`src/thp_pkg.sv`:
```
// Types and constants of the three-axis homing sequencer.
package thp_pkg;

    // Sequence phase codes
    localparam logic [3:0] PH_IDLE          = 4'd0;
    localparam logic [3:0] PH_WAIT_LOCK     = 4'd1;
    localparam logic [3:0] PH_SETUP_FAST    = 4'd2;
    localparam logic [3:0] PH_FAST          = 4'd3;
    localparam logic [3:0] PH_SETUP_RETRACT = 4'd4;
    localparam logic [3:0] PH_RETRACT       = 4'd5;
    localparam logic [3:0] PH_SETUP_SLOW    = 4'd6;
    localparam logic [3:0] PH_SLOW          = 4'd7;
    localparam logic [3:0] PH_COMPLETED     = 4'd8;

    // Configuration register indexes
    localparam logic [2:0] CFG_HOME_END_MASK  = 3'd0;
    localparam logic [2:0] CFG_X_TRAVEL_STEPS = 3'd1;
    localparam logic [2:0] CFG_Y_TRAVEL_STEPS = 3'd2;
    localparam logic [2:0] CFG_Z_TRAVEL_STEPS = 3'd3;
    localparam logic [2:0] CFG_FAST_TICK_US   = 3'd4;
    localparam logic [2:0] CFG_SLOW_TICK_US   = 3'd5;

    localparam logic [19:0] FAST_PERIOD_RESET = 20'd100;
    localparam logic [19:0] SLOW_PERIOD_RESET = 20'd1000;

    typedef struct packed {
        logic [2:0]  home_end_mask;
        logic [30:0] x_travel_steps;
        logic [30:0] y_travel_steps;
        logic [30:0] z_travel_steps;
        logic [19:0] fast_tick_us;
        logic [19:0] slow_tick_us;
    } t_cfg;

    typedef struct packed {
        logic [3:0]  phase;
        logic        retracting;
        logic        fast_selected;
        logic [2:0]  saved_source;
        logic [31:0] saved_id;
    } t_state;

    // Result word, first member in the top bits so step_mask lands in bit 0
    typedef struct packed {
        logic [31:0] reply_id;
        logic [2:0]  reply_source;
        logic [30:0] home_z_steps;
        logic [30:0] home_y_steps;
        logic [30:0] home_x_steps;
        logic        busy_res;
        logic        done_res;
        logic        lock_taken;
        logic        enable_motors;
        logic [19:0] update_period_us;
        logic [2:0]  direction_mask;
        logic [2:0]  step_mask;
    } t_result;

endpackage

```
`src/three_axis_homing_sequencer.sv`:
```
// Top level of the three-axis homing sequencer: ports, registers, output stage.
//
// Homing sequencer for three stepper axes. A word with tuser = 1 is a homing
// command and arms the sequence, saving its source and id; a word with
// tuser = 0 is one update tick and advances the sequence by at most one
// phase: wait for the stepper lock, fast setup (motor enable pulse), fast
// approach, retract setup, retract, slow setup, slow approach, completion.
// In the approaches every axis whose endstop is open steps toward its home
// end; in the retract every triggered axis steps away. A moving phase ends on
// the first tick without a step. Every input word yields exactly one output
// word, registered in the output stage when it is taken. The completion word carries done_res,
// the home position of each axis (0, or the travel register when homing to
// the maximum end) and the saved command source and id; in all other words
// those fields are zero. Throughput is one word per clock while the result side takes its words: the whole phase
// update is a single combinational pass between the state registers and the
// output register, and the output register lets a new word in while the
// last result is taken. Configuration writes are accepted every cycle and
// should only be issued while the sequencer is idle and no word is pending.
module three_axis_homing_sequencer import thp_pkg::*; (
    input  logic         i_clk,
    input  logic         i_rst_n,

    // Input words
    input  logic         s_axis_tvalid,
    output logic         s_axis_tready,
    // [0] lock_free, [1] endstop_x, [2] endstop_y, [3] endstop_z,
    // [6:4] request_source, [38:7] command_id, [39] zero
    input  logic [39:0]  s_axis_tdata,
    // [0] cmd: 0 update tick, 1 homing command
    input  logic [0:0]   s_axis_tuser,

    // Result words
    output logic         m_axis_tvalid,
    input  logic         m_axis_tready,
    // [2:0] step_mask, [5:3] direction_mask, [25:6] update_period_us,
    // [26] enable_motors, [27] lock_taken, [28] done_res, [29] busy_res,
    // [60:30] home_x_steps, [91:61] home_y_steps, [122:92] home_z_steps,
    // [125:123] reply_source, [157:126] reply_id, [159:158] zero
    output logic [159:0] m_axis_tdata,

    // Configuration writes
    input  logic         i_cfg_valid,
    output logic         o_cfg_ready,
    input  logic [2:0]   i_cfg_index,
    input  logic [30:0]  i_cfg_data
);

    t_cfg    r_cfg;
    t_state  r_state;
    t_state  n_state;
    t_result n_result;
    t_result r_result;
    logic    r_m_valid;
    logic    in_accept;

    assign o_cfg_ready = 1'b1;

    // Configuration registers
    always_ff @(posedge i_clk) begin
        if (!i_rst_n) begin
            r_cfg.home_end_mask  <= 3'd0;
            r_cfg.x_travel_steps <= 31'd0;
            r_cfg.y_travel_steps <= 31'd0;
            r_cfg.z_travel_steps <= 31'd0;
            r_cfg.fast_tick_us   <= FAST_PERIOD_RESET;
            r_cfg.slow_tick_us   <= SLOW_PERIOD_RESET;
        end else if (i_cfg_valid && o_cfg_ready) begin
            case (i_cfg_index)
                CFG_HOME_END_MASK:  r_cfg.home_end_mask  <= i_cfg_data[2:0];
                CFG_X_TRAVEL_STEPS: r_cfg.x_travel_steps <= i_cfg_data;
                CFG_Y_TRAVEL_STEPS: r_cfg.y_travel_steps <= i_cfg_data;
                CFG_Z_TRAVEL_STEPS: r_cfg.z_travel_steps <= i_cfg_data;
                CFG_FAST_TICK_US:   r_cfg.fast_tick_us   <= i_cfg_data[19:0];
                CFG_SLOW_TICK_US:   r_cfg.slow_tick_us   <= i_cfg_data[19:0];
                default: begin
                end
            endcase
        end
    end

    // Take a new word whenever the output register is free or being drained
    assign s_axis_tready = !r_m_valid || m_axis_tready;
    assign in_accept     = s_axis_tvalid && s_axis_tready;

    thp_phase_logic u_phase (
        .i_cmd            (s_axis_tuser[0]),
        .i_lock_free      (s_axis_tdata[0]),
        .i_endstops       (s_axis_tdata[3:1]),
        .i_request_source (s_axis_tdata[6:4]),
        .i_command_id     (s_axis_tdata[38:7]),
        .i_state          (r_state),
        .i_cfg            (r_cfg),
        .o_state          (n_state),
        .o_result         (n_result)
    );

    // Sequencer state moves only on an accepted word
    always_ff @(posedge i_clk) begin
        if (!i_rst_n) begin
            r_state <= '0;
        end else if (in_accept) begin
            r_state <= n_state;
        end
    end

    always_ff @(posedge i_clk) begin
        if (!i_rst_n) begin
            r_m_valid <= 1'b0;
        end else if (in_accept) begin
            r_m_valid <= 1'b1;
        end else if (m_axis_tready) begin
            r_m_valid <= 1'b0;
        end
    end

    // Result payload, no reset needed
    always_ff @(posedge i_clk) begin
        if (in_accept) begin
            r_result <= n_result;
        end
    end

    assign m_axis_tvalid = r_m_valid;
    assign m_axis_tdata  = {2'b00, r_result};

endmodule

```
`src/thp_phase_logic.sv`:
```
// Next-phase and result logic for one tick or homing command.
module thp_phase_logic import thp_pkg::*; (
    input  logic        i_cmd,
    input  logic        i_lock_free,
    input  logic [2:0]  i_endstops,
    input  logic [2:0]  i_request_source,
    input  logic [31:0] i_command_id,
    input  t_state      i_state,
    input  t_cfg        i_cfg,
    output t_state      o_state,
    output t_result     o_result
);

    logic [2:0] steps;
    logic       enable;
    logic       locked;
    logic       done;

    always_comb begin
        o_state = i_state;
        steps   = 3'b000;
        enable  = 1'b0;
        locked  = 1'b0;
        done    = 1'b0;

        if (i_cmd) begin
            // new command overrides anything pending
            o_state.saved_source = i_request_source;
            o_state.saved_id     = i_command_id;
            o_state.phase        = PH_WAIT_LOCK;
        end else begin
            case (i_state.phase)
                PH_IDLE: begin
                end
                PH_WAIT_LOCK: begin
                    if (i_lock_free) begin
                        locked        = 1'b1;
                        o_state.phase = PH_SETUP_FAST;
                    end
                end
                PH_SETUP_FAST: begin
                    enable                = 1'b1;
                    o_state.retracting    = 1'b0;
                    o_state.fast_selected = 1'b1;
                    o_state.phase         = PH_FAST;
                end
                PH_FAST: begin
                    steps = ~i_endstops;
                    if (steps == 3'b000) o_state.phase = PH_SETUP_RETRACT;
                end
                PH_SETUP_RETRACT: begin
                    o_state.retracting = 1'b1;
                    o_state.phase      = PH_RETRACT;
                end
                PH_RETRACT: begin
                    steps = i_endstops;
                    if (steps == 3'b000) o_state.phase = PH_SETUP_SLOW;
                end
                PH_SETUP_SLOW: begin
                    o_state.retracting    = 1'b0;
                    o_state.fast_selected = 1'b0;
                    o_state.phase         = PH_SLOW;
                end
                PH_SLOW: begin
                    steps = ~i_endstops;
                    if (steps == 3'b000) o_state.phase = PH_COMPLETED;
                end
                PH_COMPLETED: begin
                    done          = 1'b1;
                    o_state.phase = PH_IDLE;
                end
                default: begin
                    o_state.phase = PH_IDLE;
                end
            endcase
        end
    end

    always_comb begin
        o_result.step_mask        = steps;
        o_result.direction_mask   = i_cfg.home_end_mask ^ {3{o_state.retracting}};
        o_result.update_period_us = o_state.fast_selected ? i_cfg.fast_tick_us
                                                          : i_cfg.slow_tick_us;
        o_result.enable_motors    = enable;
        o_result.lock_taken       = locked;
        o_result.done_res         = done;
        o_result.busy_res         = (o_state.phase != PH_IDLE);
        o_result.home_x_steps     = (done && i_cfg.home_end_mask[0]) ? i_cfg.x_travel_steps
                                                                     : 31'd0;
        o_result.home_y_steps     = (done && i_cfg.home_end_mask[1]) ? i_cfg.y_travel_steps
                                                                     : 31'd0;
        o_result.home_z_steps     = (done && i_cfg.home_end_mask[2]) ? i_cfg.z_travel_steps
                                                                     : 31'd0;
        o_result.reply_source     = done ? i_state.saved_source : 3'd0;
        o_result.reply_id         = done ? i_state.saved_id : 32'd0;
    end

endmodule

```
`config.mk`:
```
export PLATFORM = sky130hd
export DESIGN_NAME = three_axis_homing_sequencer
export DESIGN_NICKNAME = d
export VERILOG_FILES = /design/src/thp_pkg.sv /design/src/three_axis_homing_sequencer.sv /design/src/thp_phase_logic.sv
export SDC_FILE = /design/constraint.sdc
export NUM_CORES = 1
export LEC_CHECK = 0
export BUFFER_PORTS_ARGS = -buffer_cell sky130_fd_sc_hd__buf_4
export CORE_AREA = 10 10 181 183
export CTS_CLUSTER_DIAMETER = 150
export DETAILED_ROUTE_END_ITERATION = 8
export DIE_AREA = 0 0 191 193
export HOLD_SLACK_MARGIN = 0.08
export PLACE_DENSITY = 0.65
export SLEW_MARGIN = 20
export SYNTH_ARGS = -nofsm -noshare
export SYNTH_HDL_FRONTEND = slang
export SYNTH_HIERARCHICAL = 1
export SYNTH_SLANG_ARGS = --single-unit
```
`constraint.sdc`:
```
create_clock -name i_clk -period 5.9 [get_ports i_clk]
set_clock_uncertainty 0.15 [all_clocks]
set_input_delay 1.18 -clock i_clk [delete_from_list [all_inputs] [get_ports i_clk]]
set_output_delay 1.18 -clock i_clk [all_outputs]
set_load 0.01 [all_outputs]
```
==> results.json, run 1 <==
{
  "drt_first_pass_iters": 4,
  "cts_resized": 0,
  "tightest_slew_ns": 1.12,
  "min_from": "r_cfg[118]",
  "num-nets-final": 1373,
  "path_cells": "buf_4, or4b_4, a32oi_4, mux2_1",
  "slew_headroom_pct": 25.4,
  "fmax_mhz": 304,
  "fp.dieH_um": 193,
  "worst-endpoint-arrival_ns": 3.40,
  "fillCellCount": 2528,
  "synth-main-ff-cell": "dfxtp_1",
  "period_share_pct": 55.8,
  "postCtsSetupBuffers": 0,
  "synth_edf_count": 158,
  "drtAntennaViolNets": 0,
  "r2r-start": "r_state[38]",
  "gp_congestion": 0.820,
  "power_uw": 5050,
  "critical_path_class": "primary input to flip-flop",
  "required_ns": 6.01,
  "max_stage_delay_ns": 0.87,
  "grt_max_degree": 115,
  "synthToLayoutAreaGrowth_pct": 23.8,
  "cts-buffers-inserted": 36,
  "io_buffers": 238,
  "yosysSeqAreaShare_pct": 64.4,
  "worstPathMaxFanout": 42,
  "synth_seq_cells": 336,
  "ir_drop_mv": 0.205,
  "cts_hold_buf": 0,
  "vias_per_cell": 5.14,
  "wire_per_inst_um": 18.7,
  "cts.clk_slew.worst_paths_ns": 0.06,
  "syn_area_um2": 12900,
  "hold_slack_ns": 0.309,
  "start_kind": "primary input",
  "design.core.area_um2": 29200,
  "die_w_um": 191,
  "whs_path_depth": 2,
  "rows": 63,
  "reg2reg_slack_ns": 3.02,
  "drt_iter0_markers": 557,
  "fin_crit_ns": 3.29,
  "synthTopCellsByCount": "dfxtp_1 (178), edfxtp_1 (158), nand2_1 (130)",
  "initial_utilization_pct": 44.1,
  "antenna_found_initial": 0,
  "drc": 0,
  "antenna_cells": 0,
  "yosysTopAreaCellShare_pct": 36.8,
  "crit_slowest_cell": "a32oi_4",
  "critPathBufInv": 1,
  "ios": 243,
  "p_per_area_nw_per_um2": 316,
  "rr_worst_depth": 3,
  "synth_cell_types": 43,
  "clock-sinks": 336,
  "grt_pass1_vias": 8607,
  "dp_cells": 1645,
  "p_leak_uw": 0.00669,
  "htree_num_levels": 2,
  "place_hpwl_mm": 20.3,
  "reg2reg_to": "m_axis_tdata[18]",
  "ys_warn_count": 6,
  "drv_cap": 0,
  "grt_pass1_wl_mm": 48.6,
  "drive_gt1_share_pct": 27.2,
  "insertion_delay_ns": 0.53,
  "critPathTopFamily": "compound AO/OA/AOI/OAI gates",
  "synthCells": 1105,
  "rsz0062_at_grt": "no",
  "async_flop_share_pct": 0,
  "wirelength_mm": 32.0,
  "critPathLaunch": "s_axis_tuser",
  "cts_tree": "built",
  "status": "finished clean",
  "worstHoldPathType": "flip-flop to flip-flop",
  "synthMostInstantiatedCell": "dfxtp_1",
  "grt_use_total_pct": 16.7,
  "yosysTopAreaCell": "edfxtp_1",
  "root_buffer": "clkbuf_16",
  "fin_setup_tns_ns": 0,
  "via_count": 8796,
  "fin_cells": 1710,
  "endpoint_kind": "flip-flop",
  "hold_viol_final": 0,
  "overflow": 0,
  "die_area_um2": 36900,
  "clockBufferDepth": 3,
  "whs_endpoint": "r_cfg[118]",
  "synthTopCellsByArea": "edfxtp_1 (37%), dfxtp_1 (28%), nand3_1 (4.9%)",
  "setup_viol_count_final": 0,
  "slew_viol_final": 0,
  "avgSynthCellArea_um2": 11.7
}
state kept, by name, summed over array words and instances, names as in the netlist:
signal,flops
m_axis_tdata,158
m_axis_tvalid,1
r_cfg,136
r_state,41
tightest hold or removal path: cells and delay by family (launching register included):
kind / cells / cell delay, ns
flip-flops: 1 / 0.30
AND/OR/NAND/NOR: 1 / 0.06
AO/OA/AOI/OAI: 1 / 0.05
final cells by class:
type | instances | area [um2] | share of cell area, %
Multi-Input combinational cell | 667 | 4140 | 25.9
Tap cell | 390 | 488 | 3.05
Inverter | 5 | 18.8 | 0.117
Timing Repair Buffer | 247 | 1880 | 11.8
Clock inverter | 12 | 116 | 0.728
Clock buffer | 53 | 1020 | 6.41
Sequential cell | 336 | 8310 | 52.0
per-layer routing:
metal  vias to the layer above  routed length (um)  global-route usage, %  share of wire (%)
met1                      4205               13700                   20.9                 43
li1                       4305                   -                      -                  -
met3                        58                2240                   4.21                7.0
met4                         0                 898                   5.91                2.8
met2                       228               15200                   27.4                 47
met5                         -                   0                      0                  0
worst max-delay path by stage:
stage	cells after the start	endpoint
after floorplan	4	m_axis_tdata[0]
after global placement	4	m_axis_tdata[19]
after detailed placement	4	m_axis_tdata[18]
after CTS	4	m_axis_tdata[18]
after global routing	4	m_axis_tdata[18]
final	4	m_axis_tdata[18]
placed cells by master (no fill, tap or decap), types with 4 or more instances in the layout:
cell type | Yosys | layout
mux2_2 | 36 | 36
clkbuf_8 | 0 | 6
and3_1 | 94 | 93
and2_1 | 36 | 35
clkinv_2 | 0 | 6
mux2_4 | 10 | 10
clkbuf_16 | 0 | 36
inv_1 | 4 | 4
mux2i_1 | 54 | 54
edfxtp_1 | 158 | 158
mux2_1 | 10 | 10
o21ai_0 | 127 | 127
nor2_1 | 9 | 9
dfxtp_1 | 178 | 175
clkbuf_1 | 43 | 11
buf_4 | 15 | 244
nand2_1 | 130 | 130
nand3_1 | 127 | 127
stage by stage:
step | setup slack, ns | cell area, um2 | utilization, %
6_report | 2.61 | 16000 | 54.6
5_1_grt | 2.53 | 16000 | 54.6
4_1_cts | 2.59 | 16000 | 54.6
3_5_place_dp | 2.05 | 14800 | 50.7
3_3_place_gp | 2.07 | 14800 | 50.7
2_1_floorplan | 2.53 | 12900 | -
cell families after synthesis:
| group | Yosys count | share of synthesized area, % |
|---|---|---|
| xor+xnor | 3 | 0.204 |
| mux | 110 | 9.36 |
| simple gates | 414 | 16.6 |
| flops | 336 | 64.4 |
| other cells | 2 | 0.0582 |
| compound gates | 137 | 5.59 |
| buf+inv | 103 | 3.82 |
power by group:
group / internal [uW] / total [uW] / switching (uW)
Clock: 1260 / 2150 / 895
Combinational: 149 / 337 / 189
Sequential: 2520 / 2560 / 41.5
Total: 3930 / 5050 / 1120
Power figures use the tool's default switching activity.
==> run 2, diff against run 1 <==
PLACE_DENSITY = 0.68   (was 0.65)
clock period = 2.9 ns   (was 5.9 ns; I/O delays follow)
==> results.json, run 2 (same netlist as run 1, synthesis figures left out) <==
{
  "grt_pass1_vias": 8441,
  "grt_pass1_wl_mm": 47.8,
  "vias_per_cell": 5.13,
  "clock-sinks": 336,
  "root_buffer": "clkbuf_16",
  "antenna_cells": 0,
  "mostFrequentLayoutCells": "buf_4 (250), dfxtp_1 (178), edfxtp_1 (158)",
  "cts_hold_buf": 0,
  "rsz0062_at_grt": "no",
  "drv_cap": 0,
  "cts_resized": 0,
  "p_clk_share_pct": 42.9,
  "slew_viol_final": 0,
  "path_cells": "or4b_4, a32oi_4, buf_12, mux2_1",
  "die_w_um": 191,
  "critical_path_class": "flip-flop to flip-flop",
  "fin_setup_tns_ns": 0,
  "place_area_um2": 15000,
  "wire_per_inst_um": 18.3,
  "worst-endpoint-arrival_ns": 2.46,
  "antenna_found_initial": 2,
  "worstHoldPathType": "primary input to flip-flop",
  "grt_max_degree": 104,
  "p_int_uw": 8050,
  "rows": 63,
  "worstPathMaxFanout": 21,
  "ios": 243,
  "drc": 0,
  "synthToLayoutAreaGrowth_pct": 24.9,
  "endpoint_kind": "flip-flop",
  "tightest_slew_ns": 0.854,
  "dp_cells": 1654,
  "die_area_um2": 36900,
  "hold_viol_final": 0,
  "final_cell_area_um2": 16100,
  "p_per_area_nw_per_um2": 642,
  "place_hpwl_mm": 20.8,
  "postCtsSetupBuffers": 0,
  "drt_iter0_markers": 582,
  "wirelength_mm": 31.5,
  "htree_num_levels": 2,
  "cts-buffers-inserted": 35,
  "whs_path_depth": 3,
  "cts_tree": "built",
  "fin_cells": 1718,
  "pwr-share-seq_pct": 50.3,
  "drive_gt1_share_pct": 27.8,
  "gp_congestion": 0.801,
  "power.switching_uw": 2300,
  "rr_worst_depth": 4,
  "status": "finished clean",
  "setup_viol_count_final": 0,
  "insertion_delay_ns": 0.52,
  "cp_num_cells": 4,
  "final_common_cell": "buf_4",
  "ir_drop_mv": 0.454,
  "comb_power_share_pct": 6.8,
  "num-nets-final": 1381,
  "drtAntennaViolNets": 0,
  "fin_crit_ns": 2.35,
  "via_count": 8816,
  "drt_first_pass_iters": 5,
  "start_kind": "flip-flop",
  "cts.clk_slew.worst_paths_ns": 0.06,
  "fmax_mhz": 425,
  "slew_headroom_pct": 43.0,
  "required_ns": 3.01,
  "fillCellCount": 2453,
  "max_stage_delay_ns": 0.60,
  "period_share_pct": 81.1,
  "crit_slowest_cell": "dfxtp_1",
  "grt_use_total_pct": 16.3,
  "io_buffers": 238,
  "initial_utilization_pct": 44.1,
  "critPathTopFamily": "flip-flops",
  "design.core.area_um2": 29200,
  "fp.dieH_um": 193,
  "clockBufferDepth": 3,
  "sw_frac_of_total_pct": 22.2,
  "critPathBufInv": 1,
  "p_leak_uw": 0.00676,
  "largest_reg_flops": 158,
  "overflow": 0
}
-- run 2: tightest hold or removal path: cells and delay by family --
| family | cells | cell delay, ns |
|---|---|---|
| simple gates | 1 | 0.06 |
| buf+inv | 1 | 0.08 |
| mux | 1 | 0.05 |
-- run 2: power groups by stage --
stage / Clock (uW) / Combinational (uW) / Sequential [uW]
after global routing: 4720 / 768 / 5220
after global placement: 0 / 706 / 5300
after detailed placement: 0 / 716 / 5310
after CTS: 4530 / 717 / 5210
after floorplan: 0 / 310 / 5340
final: 4440 / 703 / 5210
-- run 2: metal layers --
| layer | up-vias | GRT usage, % | wire (um) |
|---|---|---|---|
| met5 | - | 0 | 26 |
| met2 | 228 | 25.9 | 14900 |
| met1 | 4216 | 21.0 | 13600 |
| met3 | 50 | 4.86 | 2250 |
| li1 | 4318 | - | - |
| met4 | 4 | 5.45 | 753 |
-- run 2: final cells by class --
cell class	count	area (um2)	area share [%]
clock buffers	47	991	6.15
clock inverters	17	174	1.08
inverters	5	18.8	0.116
multi-input cells	667	4150	25.7
flip-flops and latches	336	8310	51.5
well taps	390	488	3.03
repair buffers	256	1990	12.3
-- run 2: worst paths after layout --
| path | start | to | slack (ns) |
|---|---|---|---|
| max reg2reg | r_state[38] | m_axis_tdata[22] | 0.55 |
| max | r_state[38] | m_axis_tdata[22] | 0.55 |
| min | i_cfg_data[8] | r_cfg[8] | 0.14 |
| min reg2reg | r_cfg[118] | r_cfg[118] | 0.31 |
-- run 2: through the flow --
step | hold WS (ns) | setup WS, ns | total power (uW) | util, %
floorplan | 0.285 | 0.128 | 5650 | -
global placement | 0.294 | 0.429 | 6010 | 51.1
detailed placement | 0.301 | 0.414 | 6020 | 51.1
CTS | 0.121 | 0.538 | 10500 | 55.1
global route | 0.128 | 0.466 | 10700 | 55.1
finish | 0.141 | 0.547 | 10300 | 55.1
